`src/rtl/core/mtc_qf_pkg.sv`:
```
// ----------------------------------------------------------------------------
// mtc_qf_pkg
// Shared types and constants of the quarter-frame time code generator.
// ----------------------------------------------------------------------------
`default_nettype none

package mtc_qf_pkg;

    // Message bytes and tags
    localparam logic [7:0] QF_STATUS      = 8'hF1;
    localparam logic [7:0] HOURS_HIGH_TAG = 8'h70;
    localparam logic [3:0] RATE_CODE_25   = 4'h2;
    localparam logic [3:0] RATE_CODE_30   = 4'h6;

    // Wrap limits of the time units
    localparam logic [5:0] FRAMES_25_WRAP = 6'd25;
    localparam logic [5:0] FRAMES_30_WRAP = 6'd30;
    localparam logic [6:0] SECONDS_WRAP   = 7'd60;
    localparam logic [6:0] MINUTES_WRAP   = 7'd60;
    localparam logic [5:0] HOURS_WRAP     = 6'd24;

    localparam int unsigned CFG_INDEX_W = 3;
    localparam int unsigned CFG_DATA_W  = 8;

    // Piece numbers of the quarter-frame sequence
    localparam logic [1:0] PIECE_FRAMES  = 2'd0;
    localparam logic [1:0] PIECE_SECONDS = 2'd1;
    localparam logic [1:0] PIECE_MINUTES = 2'd2;
    localparam logic [1:0] PIECE_HOURS   = 2'd3;

    // Beats of a four-byte message
    localparam logic [1:0] BEAT_STATUS_LO = 2'd0;
    localparam logic [1:0] BEAT_LO        = 2'd1;
    localparam logic [1:0] BEAT_STATUS_HI = 2'd2;
    localparam logic [1:0] BEAT_HI        = 2'd3;

    typedef enum logic [CFG_INDEX_W-1:0] {
        REG_RATE_THIRTY   = 3'd0,
        REG_OUTPUT_ENABLE = 3'd1,
        REG_START_HOURS   = 3'd2,
        REG_START_MINUTES = 3'd3,
        REG_START_SECONDS = 3'd4,
        REG_START_FRAMES  = 3'd5
    } cfg_reg_t;

    typedef struct packed {
        logic [4:0] hours;
        logic [5:0] minutes;
        logic [5:0] seconds;
        logic [4:0] frames;
    } tc_time_t;

    typedef struct packed {
        logic load;   // reload time from the start registers
        logic tick;   // one field tick is consumed
        logic count;  // the tick runs the generator
    } tc_ctrl_t;

endpackage

`default_nettype wire

```
`src/rtl/core/mtc_qf_timecode.sv`:
```
// ----------------------------------------------------------------------------
// mtc_qf_timecode
// Field flag, piece counter and hours:minutes:seconds:frames counter, with the
// values they take after a counting tick.
// ----------------------------------------------------------------------------
`default_nettype none

module mtc_qf_timecode (
    input  wire                    clk,
    input  wire                    rst_n,
    input  mtc_qf_pkg::tc_ctrl_t   ctrl,
    input  mtc_qf_pkg::tc_time_t   start,
    input  wire                    rate_thirty,
    output mtc_qf_pkg::tc_time_t   step_time,
    output logic [1:0]             step_piece
);

    mtc_qf_pkg::tc_time_t time_reg;
    mtc_qf_pkg::tc_time_t adv_time;
    logic [1:0]           piece_reg;
    logic                 field_reg;

    logic [5:0] frames_inc;
    logic [6:0] seconds_inc;
    logic [6:0] minutes_inc;
    logic [5:0] hours_inc;
    logic [5:0] frames_wrap;

    always_comb
    begin
        frames_inc  = {1'b0, time_reg.frames} + 6'd1;
        seconds_inc = {1'b0, time_reg.seconds} + 7'd1;
        minutes_inc = {1'b0, time_reg.minutes} + 7'd1;
        hours_inc   = {1'b0, time_reg.hours} + 6'd1;
        frames_wrap = rate_thirty ? mtc_qf_pkg::FRAMES_30_WRAP : mtc_qf_pkg::FRAMES_25_WRAP;

        adv_time = time_reg;
        // carry ripples upwards; compare at or above the limit so stray values wrap too
        if (frames_inc >= frames_wrap)
        begin
            adv_time.frames = 5'd0;
            if (seconds_inc >= mtc_qf_pkg::SECONDS_WRAP)
            begin
                adv_time.seconds = 6'd0;
                if (minutes_inc >= mtc_qf_pkg::MINUTES_WRAP)
                begin
                    adv_time.minutes = 6'd0;
                    adv_time.hours   = (hours_inc >= mtc_qf_pkg::HOURS_WRAP) ?
                                       5'd0 : hours_inc[4:0];
                end
                else
                begin
                    adv_time.minutes = minutes_inc[5:0];
                end
            end
            else
            begin
                adv_time.seconds = seconds_inc[5:0];
            end
        end
        else
        begin
            adv_time.frames = frames_inc[4:0];
        end

        // the frame advances on ticks that leave the field flag clear
        step_time  = field_reg ? adv_time : time_reg;
        step_piece = piece_reg + 2'd1;
    end

    always_ff @(posedge clk or negedge rst_n)
    begin
        if (!rst_n)
        begin
            time_reg  <= '0;
            piece_reg <= 2'd0;
            field_reg <= 1'b1;
        end
        else if (ctrl.load)
        begin
            time_reg  <= start;
            piece_reg <= 2'd0;
            field_reg <= 1'b1;
        end
        else if (ctrl.tick)
        begin
            field_reg <= ~field_reg;
            if (ctrl.count)
            begin
                time_reg  <= step_time;
                piece_reg <= step_piece;
            end
        end
    end

endmodule

`default_nettype wire

```
`src/rtl/core/midi_timecode_quarter_frame_gen.sv`:
```
// ----------------------------------------------------------------------------
// midi_timecode_quarter_frame_gen
// Quarter-frame time code generator driven by video field ticks.
// ----------------------------------------------------------------------------
//
//  channel | handshake            | payload
//  --------+----------------------+-------------------------------------------
//  in      | in_valid / in_ready  | count_enable
//  out     | out_valid/ out_ready | out_byte, byte_valid, last_of_tick, time_*
//  cfg     | cfg_valid/ cfg_ready | cfg_index, cfg_data
//
//  A tick is held in the input register, then its results leave the message
//  register one per cycle while out_ready is high: four bytes for a tick with
//  output on, one status result with output off, none for an idle tick. The
//  message register paces counting ticks: one waits in the input register
//  until the last result of the one before it leaves, and can be taken as that
//  result leaves; idle ticks pass every cycle unless held behind a waiting one.
//  Reset clears the configuration, the time and the piece counter and sets the
//  field flag. A stalled output holds the message; the input register still
//  takes ticks until a counting tick waits in it. cfg_ready is always high.
//
`default_nettype none

module midi_timecode_quarter_frame_gen (
    input  wire                                   clk,
    input  wire                                   rst_n,
    input  wire                                   in_valid,
    output logic                                  in_ready,
    input  wire                                   count_enable,
    output logic                                  out_valid,
    input  wire                                   out_ready,
    output logic [7:0]                            out_byte,
    output logic                                  byte_valid,
    output logic                                  last_of_tick,
    output logic [4:0]                            time_hours,
    output logic [5:0]                            time_minutes,
    output logic [5:0]                            time_seconds,
    output logic [4:0]                            time_frames,
    input  wire                                   cfg_valid,
    output logic                                  cfg_ready,
    input  wire  [mtc_qf_pkg::CFG_INDEX_W-1:0]    cfg_index,
    input  wire  [mtc_qf_pkg::CFG_DATA_W-1:0]     cfg_data
);

    // configuration
    logic                   rate_thirty_reg;
    logic                   output_enable_reg;
    mtc_qf_pkg::tc_time_t   start_reg;
    mtc_qf_pkg::tc_time_t   start_next;
    mtc_qf_pkg::cfg_reg_t   cfg_sel;
    logic                   start_write;

    // input register
    logic                   item_valid_reg;
    logic                   item_count_reg;
    logic                   item_take;

    // message register
    logic                   msg_valid_reg;
    logic                   msg_bytes_reg;
    logic [1:0]             beat_reg;
    logic [7:0]             lo_reg;
    logic [7:0]             hi_reg;
    mtc_qf_pkg::tc_time_t   msg_time_reg;
    logic                   msg_free;
    logic                   out_fire;

    mtc_qf_pkg::tc_ctrl_t   tc_ctrl;
    mtc_qf_pkg::tc_time_t   step_time;
    logic [1:0]             step_piece;
    logic [5:0]             unit_val;
    logic [7:0]             lo_next;
    logic [7:0]             hi_next;

    // ---------------- configuration port ----------------
    assign cfg_ready = 1'b1;
    assign cfg_sel   = mtc_qf_pkg::cfg_reg_t'(cfg_index);

    always_comb
    begin
        start_next  = start_reg;
        start_write = cfg_valid && (cfg_sel inside {mtc_qf_pkg::REG_START_HOURS,
                                                    mtc_qf_pkg::REG_START_MINUTES,
                                                    mtc_qf_pkg::REG_START_SECONDS,
                                                    mtc_qf_pkg::REG_START_FRAMES});
        if (cfg_valid)
        begin
            unique case (cfg_sel)
                mtc_qf_pkg::REG_START_HOURS:   start_next.hours   = cfg_data[4:0];
                mtc_qf_pkg::REG_START_MINUTES: start_next.minutes = cfg_data[5:0];
                mtc_qf_pkg::REG_START_SECONDS: start_next.seconds = cfg_data[5:0];
                mtc_qf_pkg::REG_START_FRAMES:  start_next.frames  = cfg_data[4:0];
                default: ;
            endcase
        end
    end

    always_ff @(posedge clk or negedge rst_n)
    begin
        if (!rst_n)
        begin
            rate_thirty_reg   <= 1'b0;
            output_enable_reg <= 1'b0;
            start_reg         <= '0;
        end
        else
        begin
            start_reg <= start_next;
            if (cfg_valid && cfg_sel == mtc_qf_pkg::REG_RATE_THIRTY)
            begin
                rate_thirty_reg <= cfg_data[0];
            end
            if (cfg_valid && cfg_sel == mtc_qf_pkg::REG_OUTPUT_ENABLE)
            begin
                output_enable_reg <= cfg_data[0];
            end
        end
    end

    // ---------------- input register ----------------
    assign out_fire  = msg_valid_reg && out_ready;
    assign msg_free  = !msg_valid_reg || (out_ready && last_of_tick);
    // an idle tick leaves at once; a counting tick waits for the message register
    assign item_take = item_valid_reg && (!item_count_reg || msg_free);
    assign in_ready  = !item_valid_reg || item_take;

    always_ff @(posedge clk or negedge rst_n)
    begin
        if (!rst_n)
        begin
            item_valid_reg <= 1'b0;
        end
        else if (in_ready)
        begin
            item_valid_reg <= in_valid;
        end
    end

    always_ff @(posedge clk)
    begin
        if (in_ready && in_valid)
        begin
            item_count_reg <= count_enable;
        end
    end

    // ---------------- time counter ----------------
    always_comb
    begin
        tc_ctrl.load  = start_write;
        tc_ctrl.tick  = item_take;
        tc_ctrl.count = item_count_reg;
    end

    mtc_qf_timecode u_timecode (
        .clk         (clk),
        .rst_n       (rst_n),
        .ctrl        (tc_ctrl),
        .start       (start_next),
        .rate_thirty (rate_thirty_reg),
        .step_time   (step_time),
        .step_piece  (step_piece)
    );

    // ---------------- message build ----------------
    always_comb
    begin
        case (step_piece)
            mtc_qf_pkg::PIECE_FRAMES:  unit_val = {1'b0, step_time.frames};
            mtc_qf_pkg::PIECE_SECONDS: unit_val = step_time.seconds;
            mtc_qf_pkg::PIECE_MINUTES: unit_val = step_time.minutes;
            default:                   unit_val = {1'b0, step_time.hours};
        endcase
        lo_next = {1'b0, step_piece, 1'b0, unit_val[3:0]};
        hi_next = {1'b0, step_piece, 1'b1, 2'b00, unit_val[5:4]};
        if (step_piece == mtc_qf_pkg::PIECE_HOURS)
        begin
            hi_next = hi_next | mtc_qf_pkg::HOURS_HIGH_TAG |
                      {4'h0, rate_thirty_reg ? mtc_qf_pkg::RATE_CODE_30
                                             : mtc_qf_pkg::RATE_CODE_25};
        end
    end

    always_ff @(posedge clk or negedge rst_n)
    begin
        if (!rst_n)
        begin
            msg_valid_reg <= 1'b0;
            beat_reg      <= mtc_qf_pkg::BEAT_STATUS_LO;
        end
        else if (item_take && item_count_reg)
        begin
            msg_valid_reg <= 1'b1;
            beat_reg      <= mtc_qf_pkg::BEAT_STATUS_LO;
        end
        else if (out_fire && last_of_tick)
        begin
            msg_valid_reg <= 1'b0;
            beat_reg      <= mtc_qf_pkg::BEAT_STATUS_LO;
        end
        else if (out_fire)
        begin
            beat_reg <= beat_reg + 2'd1;
        end
    end

    always_ff @(posedge clk)
    begin
        if (item_take && item_count_reg)
        begin
            msg_bytes_reg <= output_enable_reg;
            lo_reg        <= lo_next;
            hi_reg        <= hi_next;
            msg_time_reg  <= step_time;
        end
    end

    // ---------------- result port ----------------
    always_comb
    begin
        out_valid    = msg_valid_reg;
        byte_valid   = msg_bytes_reg;
        last_of_tick = !msg_bytes_reg || (beat_reg == mtc_qf_pkg::BEAT_HI);
        time_hours   = msg_time_reg.hours;
        time_minutes = msg_time_reg.minutes;
        time_seconds = msg_time_reg.seconds;
        time_frames  = msg_time_reg.frames;
        if (!msg_bytes_reg)
        begin
            out_byte = 8'h00;
        end
        else
        begin
            case (beat_reg)
                mtc_qf_pkg::BEAT_STATUS_LO: out_byte = mtc_qf_pkg::QF_STATUS;
                mtc_qf_pkg::BEAT_LO:        out_byte = lo_reg;
                mtc_qf_pkg::BEAT_STATUS_HI: out_byte = mtc_qf_pkg::QF_STATUS;
                default:                    out_byte = hi_reg;
            endcase
        end
    end

    // ---------------- assertions ----------------
    a_status_single_beat : assert property (@(posedge clk) disable iff (!rst_n)
        (msg_valid_reg && !msg_bytes_reg) |-> (beat_reg == mtc_qf_pkg::BEAT_STATUS_LO))
        else $error("status result away from the first beat");

    a_new_msg_starts : assert property (@(posedge clk) disable iff (!rst_n)
        (item_take && item_count_reg) |=>
        (msg_valid_reg && beat_reg == mtc_qf_pkg::BEAT_STATUS_LO))
        else $error("counting tick did not open a message at its first beat");

    a_drain_empties : assert property (@(posedge clk) disable iff (!rst_n)
        (out_fire && last_of_tick && !(item_take && item_count_reg)) |=> !msg_valid_reg)
        else $error("message register still full after its last beat");

    a_no_overwrite : assert property (@(posedge clk) disable iff (!rst_n)
        (item_take && item_count_reg && msg_valid_reg) |-> (out_fire && last_of_tick))
        else $error("message overwritten before it was delivered");

endmodule

`default_nettype wire

```
`config.mk`:
```
export PLATFORM = sky130hd
export DESIGN_NAME = midi_timecode_quarter_frame_gen
export DESIGN_NICKNAME = d
export VERILOG_FILES = /design/src/rtl/core/mtc_qf_pkg.sv /design/src/rtl/core/mtc_qf_timecode.sv /design/src/rtl/core/midi_timecode_quarter_frame_gen.sv
export SDC_FILE = /design/constraint.sdc
export NUM_CORES = 1
export LEC_CHECK = 0
export BUFFER_PORTS_ARGS = -buffer_cell sky130_fd_sc_hd__buf_2
export CAP_MARGIN = 0
export CELL_PAD_IN_SITES_DETAIL_PLACEMENT = 0
export CELL_PAD_IN_SITES_GLOBAL_PLACEMENT = 1
export CORE_AREA = 2 2 103 105
export DETAILED_ROUTE_END_ITERATION = 10
export DIE_AREA = 0 0 105 107
export PLACE_DENSITY = 0.94
export SLEW_MARGIN = 40
export SYNTH_ARGS = -nofsm -noshare
export SYNTH_HDL_FRONTEND = slang
export SYNTH_HIERARCHICAL = 1
export SYNTH_SLANG_ARGS = --single-unit
export TNS_END_PERCENT = 1
```
`constraint.sdc`:
```
create_clock -name clk -period 10.3 [get_ports clk]
set_input_delay 2.575 -clock clk [delete_from_list [all_inputs] [get_ports clk]]
set_output_delay 2.575 -clock clk [all_outputs]
set_load 0.01 [all_outputs]
```
== Word-level counts from Yosys, hierarchy flattened ==
Cells that the tools add are included.

* Memory bits (writable): 0
* Memory bits (read-only): 0
* Latch bits: 0
* Memories: 0
* Word-level logic and storage cells: 106
* Input port bits: 17
* Output and inout bits: 35
* Register bits after elaboration: 91

* Equal/unequal tests: 11
* Bitwise gates (word level): 2
* Shift-type cells: 0
* Add/subtract/negate cells: 6
* $mul: 0
* Magnitude comparators: 4
* Reduce and logical (&&, ||, !) cells: 27
* Divide/modulo/power cells: 0
* Mux-type cells: 32

{| class="wikitable"
|+ Operators with widths
! kind !! number
|-
| 22-bit two-way mux || 5
|-
| 5-bit two-way mux || 5
|-
| 6-bit two-way mux || 4
|-
| 6-bit case mux with 3 select lines || 1
|-
| 17-bit two-way mux || 1
|-
| 8-bit case mux with 2 select lines || 1
|-
| 6-bit by 1-bit adder with 7-bit output, second input constant || 2
|-
| 7-bit by 6-bit >= comparator with 1-bit output, second input constant || 2
|-
| 5-bit by 1-bit adder with 6-bit output, second input constant || 2
|-
| 2-bit two-way mux || 6
|-
| 11-bit two-way mux || 1
|-
| 1-bit logical AND || 9
|-
| 2-bit equality test, second input constant || 4
|-
| 8-bit two-way mux || 1
|-
| 7-bit two-way mux || 1
|-
| 7-bit by 3-bit OR with 7-bit output || 1
|-
| 3-bit by 2-bit equality test with 1-bit output, second input constant || 2
|-
| 3-bit equality test, second input constant || 2
|-
| 6-bit by 5-bit >= comparator with 1-bit output, second input constant || 1
|-
| 6-bit >= comparator || 1
|-
| 3-bit two-way mux || 2
|-
| 2-bit nonzero test || 3
|-
| 2-bit by 1-bit adder with 2-bit output, second input constant || 2
|-
| 2-bit by 1-bit equality test with 1-bit output, second input constant || 2
|-
| other kinds (11) || 21
|}

== Logic depth before layout (Yosys ltp) ==
* Word-level depth: 10
* Depth in mapped cells: 12
* Gate-level depth less buffers: 11

== Cells and area by module ==
Netlist, hierarchy kept.

{| class="wikitable"
|+ By module, submodules not included
! module !! area each (um^2) !! cells each !! sequential area each (um^2) !! instances
|-
| midi_timecode_quarter_frame_gen || 2,603.7 || 160 || 1,751.7 || 1
|-
| mtc_qf_timecode || 2,318.5 || 312 || 626.9 || 1
|}

== Least setup slack after synthesis ==
OpenSTA, ideal clock, no wires.

* Path kind: input to output
* From: input out_ready
* To: output in_ready
* Slack: 4.819 ns
* Arrival: 2.906 ns
* Buffers on the path: 0
* Stages on the path: 2
* Cell sequence: a21boi_2 nand3_1

* Cells in the longest elaborated chain, start to end: 5

{| class="wikitable"
|+ Ends and longest elaborated chain
! element !! RTL line !! text
|-
| start: declaration || midi_timecode_quarter_frame_gen.sv:31 || <nowiki>input wire out_ready,</nowiki>
|-
| 1-bit logical AND || midi_timecode_quarter_frame_gen.sv:122 || <nowiki>assign msg_free = !msg_valid_reg || (out_ready && last_of_tick);</nowiki>
|-
| 1-bit logical OR || midi_timecode_quarter_frame_gen.sv:122 ||
|-
| 1-bit logical OR || midi_timecode_quarter_frame_gen.sv:124 || <nowiki>assign item_take = item_valid_reg && (!item_count_reg || msg_free);</nowiki>
|-
| 1-bit logical AND || midi_timecode_quarter_frame_gen.sv:124 ||
|-
| 1-bit logical OR || midi_timecode_quarter_frame_gen.sv:125 || <nowiki>assign in_ready = !item_valid_reg || item_take;</nowiki>
|-
| end: declaration || midi_timecode_quarter_frame_gen.sv:28 || <nowiki>output logic in_ready,</nowiki>
|}

Every way passes these cells.

== Worst setup path in the final report ==
Ends and elaborated chain as after synthesis.

==> results.sh <==
export IMPL_synth_area_per_cell_um2=10.4
export IMPL_critPathCaptureType="output port"
export IMPL_finClkSkew_ns=0.0164
export IMPL_antenna_found_initial=0
export IMPL_core_um2=10100
export IMPL_dpl_instance_area_um2=5220
export IMPL_syn_cell_area_um2=4920
export IMPL_dp_hpwl_mm=8.29
export IMPL_period_needed_ns=5.77
export IMPL_cts_sinks=88
export IMPL_postSynthCellCount=472
export IMPL_total_power_mw=1.26
export IMPL_cts_resized_gates=0
export IMPL_critPathKind="input port to output port"
export IMPL_grt_ovfl_total=0
export IMPL_layout_area_overhead_vs_synth_pct=10.6
export IMPL_p_per_area_nw_per_um2=231
export IMPL_p_leak_nw=2.19
export IMPL_slew_violations=0
export IMPL_fill_cells=908
export IMPL_status="complete, no violations"
export IMPL_die_y_um=107
export IMPL_synth_cell_type_count=73
export IMPL_fin_util_pct=53.9
export IMPL_r2r_start="u_timecode/time_reg[0]"
export IMPL_final_setup_tns_ns=0
export IMPL_cts_setup_buffers=0
export IMPL_synth_enable_flop_cells=35
export IMPL_cp_arrival_ns=3.20
export IMPL_portBuffers=48
export IMPL_setup_viol=0
export IMPL_drtAntennaViolNets=0
export IMPL_cts_buffers=9
export IMPL_finalCritPeriodShare_pct=56.0
export IMPL_grt_max_degree=54
export IMPL_maxCapViolCount=0
export IMPL_ys_seq_elements=88
export IMPL_clockRootBuffer="clkbuf_8"
export IMPL_cts_tree="done"
export IMPL_clk_pin_slew_ns=0.08
export IMPL_layout_drive_gt1_share_pct=22.4
export IMPL_clock_latency_ns=0.36
export IMPL_worst_slack_ns=4.53
export IMPL_io_pins=52
export IMPL_worstHoldStart="start_reg[16]"
export IMPL_initial_core_util_pct=48.8
export IMPL_hold_violations=0
export IMPL_grt_pass1_wl_mm=18.9
export IMPL_die_area_um2=11200
export IMPL_seq_area_frac_synth_pct=48.3
export IMPL_critPathMaxFanout=6
export IMPL_critPathLaunchType="input port"
export IMPL_yosys_warnings=6
export IMPL_finalInstanceArea_um2=5440
export IMPL_place_congestion=0.867
export IMPL_slew_limit_headroom_pct=43.7
export IMPL_p_int_uw=785
export IMPL_ys_async_sr_fraction_pct=60.2
export IMPL_ir_drop_mv=0.0958
export IMPL_clk_path_buf_depth=2
export IMPL_via_per_inst=5.97
export IMPL_dp_slack_ns=4.53
export IMPL_routed_wl_mm=11.6
export IMPL_drc_errors=0
export IMPL_combPwrFrac_pct=34.9
export IMPL_clock_power_share_pct=21.4
export IMPL_seqPwrFrac_pct=43.7
export IMPL_h_tree_depth=3
export IMPL_worstMarginPinSlew_ns=0.841
export IMPL_firstDrtPassIters=5
export IMPL_ys_flop_type="dfrtp_1"
export IMPL_gr_usage_all_layers_pct=21.2
export IMPL_grt_pass1_vias=3709
export IMPL_rsz0062_at_grt="no"
export IMPL_row_count=37
export IMPL_num_vias=3850
export IMPL_min_path_type="flop to flop"
export IMPL_drtIter0Drc=347
export IMPL_cts_hold_fix_buffers=0
export IMPL_wl_per_cell_um=18.0
export IMPL_die_w_um=105
export IMPL_required_ns=7.73
export IMPL_fin_nets=534
export IMPL_switching_share_pct=37.5
export IMPL_startpoint="out_ready"
export IMPL_diodes=0
export IMPL_synth_net_count=502
export IMPL_max_freq_mhz=173
export IMPL_p_sw_uw=471
-- layer usage --
metal  vias up  share of wire (%)  GRT usage (%)
li1       1806                  -              -
met1      1885                 43           27.4
met2       139                 49           35.4
met3        20                5.5           3.89
met4         0                3.1           8.57
met5         -                  0              0
-- metrics by stage --
stage	std cells	hold WS (ns)
finish	645	0.503
global route	645	0.516
CTS	645	0.504
detailed placement	629	0.479
global placement	629	0.479
floorplan	472	0.421
-- logic make-up (layout without fill, tap and decap cells) --
kind of cell / count (synthesis) / after routing / share of synthesized area [%]
buffers and inverters: 44 / 81 / 3.89
other: 1 / 1 / 0.0762
AND/OR/NAND/NOR: 163 / 163 / 17.9
AO/OA/AOI/OAI: 121 / 121 / 15.8
flip-flops: 88 / 88 / 48.3
adder cells (fa/ha/maj): 13 / 13 / 3.30
multiplexers: 34 / 34 / 9.30
XOR/XNOR: 8 / 8 / 1.42
-- cells in the final DEF (no fill, tap or decap), types with 3 or more instances in the layout --
| master | netlist | routed |
|---|---|---|
| o31ai_1 | 3 | 3 |
| and2_1 | 7 | 7 |
| edfxtp_1 | 35 | 35 |
| buf_2 | 6 | 48 |
| nand2b_1 | 7 | 7 |
| ha_1 | 13 | 13 |
| nand3b_1 | 4 | 4 |
| nand2_1 | 62 | 62 |
| nand3_1 | 14 | 14 |
| xor2_1 | 5 | 5 |
| a21oi_1 | 23 | 23 |
| a2bb2oi_1 | 3 | 3 |
| o21ai_0 | 46 | 46 |
| nor2_1 | 17 | 16 |
| nand4_1 | 7 | 7 |
| clkbuf_8 | 0 | 9 |
| or3_1 | 4 | 4 |
| nor3_1 | 13 | 13 |
| mux2_4 | 6 | 6 |
| a21o_1 | 4 | 4 |
| dfrtp_1 | 52 | 52 |
| and3_1 | 4 | 4 |
| inv_1 | 14 | 14 |
| mux2i_1 | 3 | 3 |
| a31oi_1 | 10 | 10 |
| mux4_2 | 5 | 5 |
| xnor2_1 | 3 | 3 |
| buf_4 | 3 | 3 |
| o311ai_0 | 3 | 3 |
| mux2_2 | 20 | 20 |
| o211ai_1 | 4 | 4 |
-- critical path, stage by stage --
cell      delay, ns
buf_2          0.13
a21boi_2       0.24
nand3_1        0.10
buf_2          0.15
-- final timing paths --
kind                            slack (ns)  cells after the start                 endpoint
worst max-delay path                  4.53                      4                 in_ready
worst min-delay path                  0.50                      1            start_reg[16]
worst max register to register        6.37                     10                hi_reg[0]
worst min register to register        0.50                      1            start_reg[16]
max in group asynchronous             7.50                      2  u_timecode/time_reg[11]
min in group asynchronous             2.34                      2          rate_thirty_reg
-- synth_stat cells (all sizes together) (5+ instances only) --
| cell | count | share of area, % |
|---|---|---|
| nand2 | 63 | 4.9 |
| dfrtp | 52 | 26 |
| o21ai | 46 | 4.7 |
| edfxtp | 35 | 21 |
| mux2 | 26 | 6.4 |
| a21oi | 23 | 2.3 |
| clkbuf | 19 | 1.4 |
| nor2 | 17 | 1.3 |
| nand3 | 16 | 2.0 |
| inv | 14 | 1.1 |
| nor3 | 14 | 1.7 |
| ha | 13 | 3.3 |
| buf | 11 | 1.4 |
| a31oi | 10 | 1.3 |
| and2 | 9 | 1.1 |
| nand4 | 8 | 1.1 |
| nand2b | 7 | 0.89 |
| and3 | 5 | 0.66 |
| mux4 | 5 | 2.3 |
| xor2 | 5 | 0.89 |
-- power by group through the flow --
stage	Sequential, mW	Clock, mW	Combinational, mW
6_report	0.549	0.269	0.439
5_1_grt	0.562	0.286	0.486
4_1_cts	0.547	0.274	0.437
3_5_place_dp	0.554	0	0.434
3_3_place_gp	0.548	0	0.419
2_1_floorplan	0.511	0	0.354
-- final cells by class --
type | count | area, um2 | area share [%]
Sequential cell | 88 | 2380 | 43.7
Multi-Input combinational cell | 340 | 2350 | 43.3
Timing Repair Buffer | 51 | 263 | 4.83
Tap cell | 136 | 170 | 3.13
Clock buffer | 9 | 124 | 2.28
Clock inverter | 7 | 101 | 1.86
Inverter | 14 | 52.6 | 0.965
Power figures use the tool's default switching activity.
